--- config.mk ---
export PLATFORM = sky130hd
export DESIGN_NAME = pll_divider_search
export DESIGN_NICKNAME = d
export VERILOG_FILES = /design/src/rtl/pds_pkg.sv /design/src/rtl/pds_div.sv /design/src/rtl/pds_front.sv /design/src/rtl/pds_back.sv /design/src/rtl/pll_divider_search.sv
export SDC_FILE = /design/constraint.sdc
export NUM_CORES = 2
export LEC_CHECK = 0
export BUFFER_PORTS_ARGS = -buffer_cell sky130_fd_sc_hd__buf_2
export CAP_MARGIN = 20
export CORE_AREA = 2 2 328 330
export CTS_CLUSTER_SIZE = 25
export DETAILED_ROUTE_END_ITERATION = 16
export DIE_AREA = 0 0 330 332
export SYNTH_ARGS = -nofsm -noshare
export SYNTH_HDL_FRONTEND = slang
export SYNTH_SLANG_ARGS = --single-unit
export TNS_END_PERCENT = 50
--- constraint.sdc ---
create_clock -name clk -period 27.7 [get_ports clk]
set_clock_uncertainty 0.05 [all_clocks]
set_input_delay 5.54 -clock clk [delete_from_list [all_inputs] [get_ports clk]]
set_output_delay 5.54 -clock clk [all_outputs]
set_load 0.01 [all_outputs]
--- src/rtl/pds_pkg.sv ---
// Shared widths, reset values, register indexes and types for the PLL divider search.
package pds_pkg;

	// Fixed field widths
	localparam int REF_W      = 16;
	localparam int WIN_W      = 24;
	localparam int PFD_W      = 16;
	localparam int TGT_W      = 24;
	localparam int PDIV_W     = 6;
	localparam int FDIV_W     = 10;
	localparam int SHIFT_W    = 3;
	localparam int FREQ_W     = 27;
	localparam int DEN_W      = REF_W + 1;

	// Config port
	localparam int CFG_IDX_W  = 3;
	localparam int CFG_DATA_W = 24;

	// Parameter defaults
	localparam int DEF_PRE_DIV_MAX      = 63;
	localparam int DEF_FB_DIV_MAX       = 1023;
	localparam int DEF_POST_SHIFT_COUNT = 7;

	localparam int FB_DIV_MIN = 64;

	// Register reset values
	localparam logic [REF_W-1:0] RST_REF     = 16'd24000;
	localparam logic [WIN_W-1:0] RST_VCO_MIN = 24'd2600000;
	localparam logic [WIN_W-1:0] RST_VCO_MAX = 24'd6600000;
	localparam logic [PFD_W-1:0] RST_PFD_MIN = 16'd6000;
	localparam logic [PFD_W-1:0] RST_PFD_MAX = 16'd30000;

	typedef enum logic [CFG_IDX_W-1:0] {
		CFG_REF     = 3'd0,
		CFG_VCO_MIN = 3'd1,
		CFG_VCO_MAX = 3'd2,
		CFG_PFD_MIN = 3'd3,
		CFG_PFD_MAX = 3'd4
	} cfg_idx_t;

	typedef struct packed {
		logic [REF_W-1:0] ref_khz;
		logic [WIN_W-1:0] vco_min;
		logic [WIN_W-1:0] vco_max;
		logic [PFD_W-1:0] pfd_min;
		logic [PFD_W-1:0] pfd_max;
	} cfg_t;

endpackage

--- src/rtl/pds_div.sv ---
// Shared restoring divider, one quotient bit per cycle, quotient width set by steps.
module pds_div #(
	parameter int NUM_W  = 48,
	parameter int QUO_W  = 27,
	parameter int STEP_W = 5
) (
	input  logic                     clk,
	input  logic                     arst_n,
	input  logic                     start,
	input  logic [NUM_W-1:0]         num,
	input  logic [pds_pkg::DEN_W-1:0] den,
	input  logic [STEP_W-1:0]        steps,
	output logic                     done,
	output logic [QUO_W-1:0]         quot
);

	logic [NUM_W-1:0]  rem_q;
	logic [NUM_W-1:0]  dsh_q;
	logic [QUO_W-1:0]  quot_q;
	logic [STEP_W-1:0] cnt_q;
	logic              busy_q;
	logic              done_q;
	logic              ge;

	// caller guarantees num < den << steps
	assign ge = rem_q >= dsh_q;

	always_ff @(posedge clk or negedge arst_n) begin
		if (!arst_n) begin
			busy_q <= 1'b0;
			done_q <= 1'b0;
			cnt_q  <= '0;
		end else if (start) begin
			rem_q  <= num;
			dsh_q  <= NUM_W'(den) << (steps - 1'b1);
			quot_q <= '0;
			cnt_q  <= steps;
			busy_q <= 1'b1;
			done_q <= 1'b0;
		end else if (busy_q) begin
			if (ge) begin
				rem_q <= rem_q - dsh_q;
			end
			quot_q <= {quot_q[QUO_W-2:0], ge};
			dsh_q  <= dsh_q >> 1;
			cnt_q  <= cnt_q - 1'b1;
			if (cnt_q == STEP_W'(1)) begin
				busy_q <= 1'b0;
				done_q <= 1'b1;
			end
		end else begin
			done_q <= 1'b0;
		end
	end

	assign done = done_q;
	assign quot = quot_q;

endmodule

--- src/rtl/pds_front.sv ---
// Front end: takes targets, flags the shifts whose VCO lands in the window, queues them.
module pds_front #(
	parameter int POST_SHIFT_COUNT = pds_pkg::DEF_POST_SHIFT_COUNT,
	parameter int VCO_W            = pds_pkg::TGT_W + POST_SHIFT_COUNT - 1
) (
	input  logic                        clk,
	input  logic                        arst_n,
	input  pds_pkg::cfg_t               cfg,
	input  logic                        in_valid,
	output logic                        in_ready,
	input  logic [pds_pkg::TGT_W-1:0]   target_khz,
	output logic                        q_valid,
	input  logic                        q_pop,
	output logic [pds_pkg::TGT_W-1:0]   q_target,
	output logic [POST_SHIFT_COUNT-1:0] q_mask
);

	localparam int QDEPTH = 2;

	logic [pds_pkg::TGT_W-1:0]   tgt_mem  [QDEPTH];
	logic [POST_SHIFT_COUNT-1:0] mask_mem [QDEPTH];
	logic                        wr_ptr_q;
	logic                        rd_ptr_q;
	logic [1:0]                  cnt_q;
	logic [POST_SHIFT_COUNT-1:0] mask;
	logic                        push;
	logic                        pop;

	// one window compare per post shift
	always_comb begin
		logic [VCO_W-1:0] vco;
		vco = '0;
		for (int s = 0; s < POST_SHIFT_COUNT; s++) begin
			vco     = VCO_W'(target_khz) << s;
			mask[s] = (cfg.ref_khz != '0) && (vco >= VCO_W'(cfg.vco_min))
				&& (vco <= VCO_W'(cfg.vco_max));
		end
	end

	assign in_ready = cnt_q != 2'(QDEPTH);
	assign q_valid  = cnt_q != 2'd0;
	assign push     = in_valid && in_ready;
	assign pop      = q_pop && q_valid;
	assign q_target = tgt_mem[rd_ptr_q];
	assign q_mask   = mask_mem[rd_ptr_q];

	always_ff @(posedge clk) begin
		if (push) begin
			tgt_mem[wr_ptr_q]  <= target_khz;
			mask_mem[wr_ptr_q] <= mask;
		end
	end

	always_ff @(posedge clk or negedge arst_n) begin
		if (!arst_n) begin
			wr_ptr_q <= 1'b0;
			rd_ptr_q <= 1'b0;
			cnt_q    <= 2'd0;
		end else begin
			if (push) begin
				wr_ptr_q <= ~wr_ptr_q;
			end
			if (pop) begin
				rd_ptr_q <= ~rd_ptr_q;
			end
			if (push && !pop) begin
				cnt_q <= cnt_q + 2'd1;
			end else if (pop && !push) begin
				cnt_q <= cnt_q - 2'd1;
			end
		end
	end

endmodule

--- src/rtl/pds_back.sv ---
// Back end: walks (S, P) pairs for one queued target and keeps the best divider set.
module pds_back #(
	parameter int PRE_DIV_MAX      = pds_pkg::DEF_PRE_DIV_MAX,
	parameter int FB_DIV_MAX       = pds_pkg::DEF_FB_DIV_MAX,
	parameter int POST_SHIFT_COUNT = pds_pkg::DEF_POST_SHIFT_COUNT,
	parameter int VCO_W            = pds_pkg::TGT_W + POST_SHIFT_COUNT - 1
) (
	input  logic                          clk,
	input  logic                          arst_n,
	input  pds_pkg::cfg_t                 cfg,
	input  logic                          q_valid,
	output logic                          q_pop,
	input  logic [pds_pkg::TGT_W-1:0]     q_target,
	input  logic [POST_SHIFT_COUNT-1:0]   q_mask,
	output logic                          out_valid,
	input  logic                          out_ready,
	output logic                          found,
	output logic [pds_pkg::PDIV_W-1:0]    pre_div,
	output logic [pds_pkg::FDIV_W-1:0]    fb_div,
	output logic [pds_pkg::SHIFT_W-1:0]   post_shift,
	output logic [pds_pkg::FREQ_W-1:0]    achieved_khz,
	output logic [pds_pkg::FREQ_W-1:0]    error_khz
);

	localparam int PW     = $clog2(PRE_DIV_MAX + 1);
	localparam int FBW    = $clog2(FB_DIV_MAX + 1);
	localparam int SCW    = $clog2(POST_SHIFT_COUNT + 1);
	localparam int GW     = FBW + pds_pkg::DEN_W;
	localparam int NW1    = VCO_W + PW + 1;
	localparam int DIVW   = (NW1 > GW + pds_pkg::DEN_W) ? NW1 : GW + pds_pkg::DEN_W;
	localparam int STEP_W = $clog2(GW + 1);

	typedef enum logic [3:0] {
		ST_IDLE, ST_SCAN, ST_PFD_GO, ST_PFD_WT, ST_MUL1, ST_M_GO, ST_M_WT,
		ST_MUL2, ST_G_GO, ST_G_WT, ST_NEXT, ST_DONE
	} state_t;

	state_t                      state_q;
	logic [pds_pkg::TGT_W-1:0]   tgt_q;
	logic [POST_SHIFT_COUNT-1:0] mask_q;
	logic [SCW-1:0]              s_q;
	logic [PW-1:0]               p_q;
	logic [VCO_W-1:0]            vco_q;
	logic [DIVW-1:0]             prod1_q;
	logic [GW-1:0]               prod2_q;
	logic [FBW-1:0]              m_q;

	logic                        have_q;
	logic [pds_pkg::FREQ_W-1:0]  best_err_q;
	logic [pds_pkg::FREQ_W-1:0]  best_got_q;
	logic [PW-1:0]               best_p_q;
	logic [FBW-1:0]              best_m_q;
	logic [SCW-1:0]              best_s_q;

	logic                        out_valid_q;
	logic                        found_q;
	logic [pds_pkg::PDIV_W-1:0]  pre_div_q;
	logic [pds_pkg::FDIV_W-1:0]  fb_div_q;
	logic [pds_pkg::SHIFT_W-1:0] post_shift_q;
	logic [pds_pkg::FREQ_W-1:0]  achieved_q;
	logic [pds_pkg::FREQ_W-1:0]  error_q;

	logic                        div_start;
	logic [DIVW-1:0]             div_num;
	logic [pds_pkg::DEN_W-1:0]   div_den;
	logic [STEP_W-1:0]           div_steps;
	logic                        div_done;
	logic [GW-1:0]               div_quot;

	logic [pds_pkg::DEN_W-1:0]   ref2;
	logic [DIVW-1:0]             m_lim;
	logic                        m_big;
	logic [VCO_W+PW-1:0]         mul1;
	logic [GW-1:0]               mul2;
	logic [pds_pkg::PFD_W-1:0]   pfd;
	logic                        pfd_ok;
	logic [FBW-1:0]              m_new;
	logic                        m_ok;
	logic [GW-1:0]               got_raw;
	logic [pds_pkg::FREQ_W-1:0]  got;
	logic [pds_pkg::FREQ_W-1:0]  tgt_ext;
	logic [pds_pkg::FREQ_W-1:0]  err;
	logic                        last_p;

	assign ref2    = {cfg.ref_khz, 1'b0};
	assign m_lim   = DIVW'(ref2) << FBW;
	assign m_big   = prod1_q >= m_lim;
	assign mul1    = vco_q * p_q;
	assign mul2    = m_q * ref2;
	assign pfd     = div_quot[pds_pkg::PFD_W-1:0];
	assign pfd_ok  = (pfd >= cfg.pfd_min) && (pfd <= cfg.pfd_max);
	assign m_new   = div_quot[FBW-1:0];
	assign m_ok    = (m_new >= FBW'(pds_pkg::FB_DIV_MIN)) && (m_new <= FBW'(FB_DIV_MAX));
	assign got_raw = div_quot >> s_q;
	assign got     = pds_pkg::FREQ_W'(got_raw);
	assign tgt_ext = pds_pkg::FREQ_W'(tgt_q);
	assign err     = (got > tgt_ext) ? got - tgt_ext : tgt_ext - got;
	assign last_p  = p_q == PW'(PRE_DIV_MAX);
	assign q_pop   = (state_q == ST_IDLE) && q_valid;

	always_comb begin
		div_start = 1'b0;
		div_num   = '0;
		div_den   = '0;
		div_steps = '0;
		case (state_q)
			ST_PFD_GO: begin
				div_start = 1'b1;
				div_num   = DIVW'(cfg.ref_khz);
				div_den   = pds_pkg::DEN_W'(p_q);
				div_steps = STEP_W'(pds_pkg::REF_W);
			end
			ST_M_GO: begin
				div_start = !m_big;
				div_num   = prod1_q;
				div_den   = ref2;
				div_steps = STEP_W'(FBW);
			end
			ST_G_GO: begin
				div_start = 1'b1;
				div_num   = DIVW'(prod2_q);
				div_den   = pds_pkg::DEN_W'(p_q);
				div_steps = STEP_W'(GW);
			end
			default: begin
			end
		endcase
	end

	pds_div #(
		.NUM_W (DIVW),
		.QUO_W (GW),
		.STEP_W(STEP_W)
	) u_div (
		.clk   (clk),
		.arst_n(arst_n),
		.start (div_start),
		.num   (div_num),
		.den   (div_den),
		.steps (div_steps),
		.done  (div_done),
		.quot  (div_quot)
	);

	always_ff @(posedge clk or negedge arst_n) begin
		if (!arst_n) begin
			state_q     <= ST_IDLE;
			out_valid_q <= 1'b0;
			have_q      <= 1'b0;
		end else begin
			// ST_DONE reloads the register itself when the old beat leaves
			if (out_valid_q && out_ready && state_q != ST_DONE) begin
				out_valid_q <= 1'b0;
			end
			case (state_q)
				ST_IDLE: begin
					if (q_valid) begin
						tgt_q      <= q_target;
						mask_q     <= q_mask;
						s_q        <= '0;
						have_q     <= 1'b0;
						best_err_q <= '0;
						best_got_q <= '0;
						best_p_q   <= '0;
						best_m_q   <= '0;
						best_s_q   <= '0;
						state_q    <= ST_SCAN;
					end
				end
				ST_SCAN: begin
					if (mask_q[0]) begin
						vco_q   <= VCO_W'(tgt_q) << s_q;
						p_q     <= PW'(1);
						state_q <= ST_PFD_GO;
					end else if (mask_q == '0) begin
						state_q <= ST_DONE;
					end else begin
						mask_q <= mask_q >> 1;
						s_q    <= s_q + 1'b1;
					end
				end
				ST_PFD_GO: state_q <= ST_PFD_WT;
				ST_PFD_WT: begin
					if (div_done) begin
						state_q <= pfd_ok ? ST_MUL1 : ST_NEXT;
					end
				end
				ST_MUL1: begin
					prod1_q <= DIVW'(mul1) + DIVW'(cfg.ref_khz);
					state_q <= ST_M_GO;
				end
				ST_M_GO: state_q <= m_big ? ST_NEXT : ST_M_WT;
				ST_M_WT: begin
					if (div_done) begin
						m_q     <= m_new;
						state_q <= m_ok ? ST_MUL2 : ST_NEXT;
					end
				end
				ST_MUL2: begin
					prod2_q <= mul2;
					state_q <= ST_G_GO;
				end
				ST_G_GO: state_q <= ST_G_WT;
				ST_G_WT: begin
					if (div_done) begin
						if (!have_q || err < best_err_q) begin
							have_q     <= 1'b1;
							best_err_q <= err;
							best_got_q <= got;
							best_p_q   <= p_q;
							best_m_q   <= m_q;
							best_s_q   <= s_q;
						end
						state_q <= ST_NEXT;
					end
				end
				ST_NEXT: begin
					if (last_p) begin
						mask_q  <= mask_q >> 1;
						s_q     <= s_q + 1'b1;
						state_q <= ST_SCAN;
					end else begin
						p_q     <= p_q + 1'b1;
						state_q <= ST_PFD_GO;
					end
				end
				ST_DONE: begin
					if (!out_valid_q || out_ready) begin
						out_valid_q  <= 1'b1;
						found_q      <= have_q;
						pre_div_q    <= pds_pkg::PDIV_W'(best_p_q);
						fb_div_q     <= pds_pkg::FDIV_W'(best_m_q);
						post_shift_q <= pds_pkg::SHIFT_W'(best_s_q);
						achieved_q   <= best_got_q;
						error_q      <= best_err_q;
						state_q      <= ST_IDLE;
					end
				end
				default: state_q <= ST_IDLE;
			endcase
		end
	end

	assign out_valid    = out_valid_q;
	assign found        = found_q;
	assign pre_div      = pre_div_q;
	assign fb_div       = fb_div_q;
	assign post_shift   = post_shift_q;
	assign achieved_khz = achieved_q;
	assign error_khz    = error_q;

endmodule

--- src/rtl/pll_divider_search.sv ---
// Search: per S in the VCO window, one pass over the 63 pairs (P = 1 to 63); a P that fails the ref/P
// window skips the M and achieved-frequency divisions, and S outside the window are skipped in ST_SCAN.
// The shared serial divider (one quotient bit per cycle) runs 16, 10 and 27 steps for the three divisions.
// Targets are searched one at a time; a 2-beat queue and the output register keep both sides
// moving independently, so a new target is taken while a result waits.
// Reset (arst_n low, async): queue empty, no result pending, config registers at defaults.
module pll_divider_search #(
	parameter int PRE_DIV_MAX      = pds_pkg::DEF_PRE_DIV_MAX,
	parameter int FB_DIV_MAX       = pds_pkg::DEF_FB_DIV_MAX,
	parameter int POST_SHIFT_COUNT = pds_pkg::DEF_POST_SHIFT_COUNT
) (
	input  logic                            clk,
	input  logic                            arst_n,
	// config write channel
	input  logic                            cfg_valid,
	output logic                            cfg_ready,
	input  logic [pds_pkg::CFG_IDX_W-1:0]   cfg_index,
	input  logic [pds_pkg::CFG_DATA_W-1:0]  cfg_data,
	// request channel
	input  logic                            in_valid,
	output logic                            in_ready,
	input  logic [pds_pkg::TGT_W-1:0]       target_khz,
	// result channel
	output logic                            out_valid,
	input  logic                            out_ready,
	output logic                            found,
	output logic [pds_pkg::PDIV_W-1:0]      pre_div,
	output logic [pds_pkg::FDIV_W-1:0]      fb_div,
	output logic [pds_pkg::SHIFT_W-1:0]     post_shift,
	output logic [pds_pkg::FREQ_W-1:0]      achieved_khz,
	output logic [pds_pkg::FREQ_W-1:0]      error_khz
);

	// VCO = target << S needs room for the largest shift
	localparam int VCO_W = pds_pkg::TGT_W + POST_SHIFT_COUNT - 1;

	pds_pkg::cfg_t               cfg_q;
	logic                        q_valid;
	logic                        q_pop;
	logic [pds_pkg::TGT_W-1:0]   q_target;
	logic [POST_SHIFT_COUNT-1:0] q_mask;

	// Config writes always land in one beat; writes past the last index drop.
	assign cfg_ready = 1'b1;

	always_ff @(posedge clk or negedge arst_n) begin
		if (!arst_n) begin
			cfg_q.ref_khz <= pds_pkg::RST_REF;
			cfg_q.vco_min <= pds_pkg::RST_VCO_MIN;
			cfg_q.vco_max <= pds_pkg::RST_VCO_MAX;
			cfg_q.pfd_min <= pds_pkg::RST_PFD_MIN;
			cfg_q.pfd_max <= pds_pkg::RST_PFD_MAX;
		end else if (cfg_valid && cfg_ready) begin
			case (cfg_index)
				pds_pkg::CFG_REF:     cfg_q.ref_khz <= cfg_data[pds_pkg::REF_W-1:0];
				pds_pkg::CFG_VCO_MIN: cfg_q.vco_min <= cfg_data[pds_pkg::WIN_W-1:0];
				pds_pkg::CFG_VCO_MAX: cfg_q.vco_max <= cfg_data[pds_pkg::WIN_W-1:0];
				pds_pkg::CFG_PFD_MIN: cfg_q.pfd_min <= cfg_data[pds_pkg::PFD_W-1:0];
				pds_pkg::CFG_PFD_MAX: cfg_q.pfd_max <= cfg_data[pds_pkg::PFD_W-1:0];
				default: begin
				end
			endcase
		end
	end

	// Front: VCO window check for every S in parallel (and ref == 0 kills all),
	// result mask rides along with the target in the queue.
	pds_front #(
		.POST_SHIFT_COUNT(POST_SHIFT_COUNT),
		.VCO_W           (VCO_W)
	) u_front (
		.clk       (clk),
		.arst_n    (arst_n),
		.cfg       (cfg_q),
		.in_valid  (in_valid),
		.in_ready  (in_ready),
		.target_khz(target_khz),
		.q_valid   (q_valid),
		.q_pop     (q_pop),
		.q_target  (q_target),
		.q_mask    (q_mask)
	);

	// Back: sequencer over flagged S and every P, sharing one serial divider
	// for ref/P, rounded M, and achieved frequency; first strictly best wins.
	pds_back #(
		.PRE_DIV_MAX     (PRE_DIV_MAX),
		.FB_DIV_MAX      (FB_DIV_MAX),
		.POST_SHIFT_COUNT(POST_SHIFT_COUNT),
		.VCO_W           (VCO_W)
	) u_back (
		.clk         (clk),
		.arst_n      (arst_n),
		.cfg         (cfg_q),
		.q_valid     (q_valid),
		.q_pop       (q_pop),
		.q_target    (q_target),
		.q_mask      (q_mask),
		.out_valid   (out_valid),
		.out_ready   (out_ready),
		.found       (found),
		.pre_div     (pre_div),
		.fb_div      (fb_div),
		.post_shift  (post_shift),
		.achieved_khz(achieved_khz),
		.error_khz   (error_khz)
	);

endmodule

==> results.sh <==
export IMPL_wl_met1_um=57800
export IMPL_cp_start_kind="register"
export IMPL_syn_nets=5533
export IMPL_worst_slack_ns=19.64
export IMPL_wl_met3_um=6690
export IMPL_drt_iter0_drc=2631
export IMPL_max_stage_delay_ns=0.72
export IMPL_drv_slew=0
export IMPL_required_ns=27.91
export IMPL_cts_hold_buf=0
export IMPL_final_util_pct=48.9
export IMPL_cts_root_buffer="clkbuf_16"
export IMPL_grt_pass1_wl_um=208000
export IMPL_insertion_delay_ns=0.65
export IMPL_syn_inst=4640
export IMPL_rsz0062_at_grt="false"
export IMPL_grt_total_usage_pct=24.4
export IMPL_wl_um=132000
export IMPL_grt_pass1_vias=35245
export IMPL_path_clk_slew_ns=0.06
export IMPL_cts_resized=0
export IMPL_first_pass_iters=12
export IMPL_fp_dieArea_um2=110000
export IMPL_antenna_found_initial=6
export IMPL_path_common_cell="a21o_1"
export IMPL_async_flop_share_pct=19.5
export IMPL_cts_tree="yes"
export IMPL_synth_edf_count=467
export IMPL_synth_avg_cell_area_um2=10.2
export IMPL_top_layer="met5"
export IMPL_crit_arrival_ns=8.27
export IMPL_drv_cap=0
export IMPL_period_share_pct=29.1
export IMPL_dp_hpwl_um=99400
export IMPL_num_antenna_cells=0
export IMPL_synth_seq_cells=580
export IMPL_grt_max_degree=85
export IMPL_viasPerCell=5.70
export IMPL_cts_setup_buffers=0
export IMPL_dr_total_vias=35167
export IMPL_setup_viol=0
export IMPL_portBuffers=131
export IMPL_hold_class="register to register"
export IMPL_hold_viol=0
export IMPL_crit_slowest_cell="a21oi_4"
export IMPL_violations="DRC"
export IMPL_clock_sinks=580
export IMPL_outcome="finished, violations left"
export IMPL_power_density_nw_per_um2=130
export IMPL_fin_setup_tns_ns=0
export IMPL_synthTopCellsByCount="ha_1, nand2_1, edfxtp_1"
export IMPL_fp_dieH_um=332
export IMPL_ys_seq_area_share_pct=35.6
export IMPL_p_total_uw=6750
export IMPL_postRouteAntennaNets=0
export IMPL_dp_slack_ns=19.42
export IMPL_p_leak_uw=0.0235
export IMPL_synth_area_um2=47500
export IMPL_syn2layout_area_growth_pct=9.55
export IMPL_numCtsBuffers=70
export IMPL_max_clock_freq_ghz=0.124
export IMPL_cts_path_max_buffers=3
export IMPL_ys_warn_count=0
export IMPL_worstPathMaxFanout=84
export IMPL_start_util_pct=44.6
export IMPL_die_width_um=330
export IMPL_wl_per_cell_um=21.5
export IMPL_wl_met2_um=63600
export IMPL_rows=120
export IMPL_max_vdd_ir_drop_v=0.000112
export IMPL_design_portCount=133
export IMPL_synth_top_area_cell="edfxtp_1"
export IMPL_cts_max_level=3
export IMPL_end_kind="register"
export IMPL_relSlewSlack_pct=26.5
export IMPL_synth_most_common_cell="ha_1"
export IMPL_drive_gt1_share_pct=9.67
export IMPL_synthTopCellsByArea="edfxtp_1, ha_1, fa_1, dfrtp_1, nand2_1"
export IMPL_synth_top_cell_area_share_pct=29.5
export IMPL_grt_overflow_total=0
export IMPL_finalWeightedCongestion=0.925
export IMPL_post_route_min_period_ns=8.06
export IMPL_final_net_count=5600
export IMPL_core_region_area_um2=106000
export IMPL_worstSetupPathType="register to register"
export IMPL_drc=2
export IMPL_synthFlopType="edfxtp_1"
export IMPL_synth_distinct_cells=98
export IMPL_tightest_slew_ns=1.10
## power by group
part	internal, µW	switching [µW]	total, µW
Clock	572	394	966
Combinational	1770	2490	4250
Sequential	1370	162	1530
Total	3710	3040	6750
## routing by layer
metal  global-route usage [%]  vias up
met1                     32.8    17372
met3                     2.88      209
li1                         -    16618
met2                     40.7      964
met5                        0        -
met4                     8.27        4
## critical path: cells and delay by family (launching register included)
kind            cells  cell delay (ns)
flops               1             0.32
buf+inv             2             1.38
mux                 2             0.70
fa+ha+maj           2             0.66
compound gates     15             3.97
simple gates        3             0.30
xor+xnor            1             0.16
## metrics by stage
step                hold WS (ns)  area (µm²)  cells
CTS                        0.368       52000   6167
floorplan                  0.350       47500   4640
finish                     0.367       52000   6168
detailed placement         0.355       49600   6037
global placement           0.352       49600   6036
global route               0.372       52000   6168
## registers in the layout, indices dropped and copies added, names as in the netlist, 30 cells and up
name and count:
u_back.u_div.dsh_q 44, u_back.u_div.rem_q 44, cfg_q 96, u_front.tgt_mem 48, u_back.vco_q 30, u_back.prod1_q 37
## cell families (layout without fill, tap and decap cells)
| family | Yosys count | count (layout) | synth area share (%) |
|---|---|---|---|
| flops | 580 | 580 | 35.6 |
| xor+xnor | 128 | 128 | 2.36 |
| buf+inv | 649 | 774 | 5.30 |
| mux | 167 | 167 | 4.31 |
| simple gates | 1264 | 1264 | 12.6 |
| fa+ha+maj | 837 | 837 | 25.8 |
| compound gates | 1013 | 1013 | 13.9 |
| other cells | 2 | 2 | 0.0158 |
## path summary, 6_finish.rpt
check                                                       from                                  to  slack, ns  cells after the start
worst max-delay path                 u_back.s_q[1]$_SDFFCE_PP0P_  u_back.best_got_q[4]$_SDFFCE_PN0P_      19.64                     25
worst min-delay path            u_back.best_m_q[3]$_SDFFCE_PN0P_          u_back.fb_div[3]$_DFFE_PP_       0.37                      0
worst max register to register       u_back.s_q[1]$_SDFFCE_PP0P_  u_back.best_got_q[4]$_SDFFCE_PN0P_      19.64                     25
worst min register to register  u_back.best_m_q[3]$_SDFFCE_PN0P_          u_back.fb_div[3]$_DFFE_PP_       0.37                      0
max in group asynchronous                                 arst_n               cfg_q[82]$_DFFE_PN0P_      20.99                      3
min in group asynchronous                                 arst_n               cfg_q[76]$_DFFE_PN0P_       4.81                      1
## placed cells by master, fill, tap and decap left out, types with 13 or more instances in the layout
cell | Yosys | layout
dfrtp_1 | 74 | 73
a31oi_1 | 20 | 20
clkbuf_16 | 0 | 70
nand4_1 | 75 | 75
nand2_1 | 492 | 492
mux2i_1 | 89 | 89
a221oi_1 | 30 | 30
nor2b_1 | 43 | 41
edfxtp_1 | 467 | 467
xor2_1 | 46 | 46
mux4_2 | 24 | 24
and2_1 | 118 | 118
and3_1 | 41 | 41
dfstp_2 | 39 | 39
o21a_1 | 43 | 42
nor4_1 | 24 | 24
a2111oi_0 | 13 | 13
ha_1 | 598 | 598
o21ai_0 | 247 | 247
fa_1 | 239 | 239
a211oi_1 | 44 | 44
xnor2_1 | 82 | 82
or3_1 | 14 | 14
buf_2 | 17 | 130
a21o_1 | 192 | 192
o21bai_1 | 24 | 24
nor3_1 | 55 | 51
mux2_2 | 51 | 51
inv_1 | 466 | 466
nor2_1 | 250 | 244
buf_4 | 1 | 45
a21oi_1 | 255 | 253
nand2b_1 | 45 | 44
nand3_1 | 58 | 58
## cell type report
type / instances / area, µm²
Fill cell: 9828 / 54300
Clock buffer: 91 / 1920
Clock inverter: 39 / 489
Inverter: 466 / 1750
Sequential cell: 580 / 16900
Tap cell: 1403 / 1760
Timing Repair Buffer: 178 / 1030
Multi-Input combinational cell: 3411 / 28100
Power figures use the tool's default switching activity.
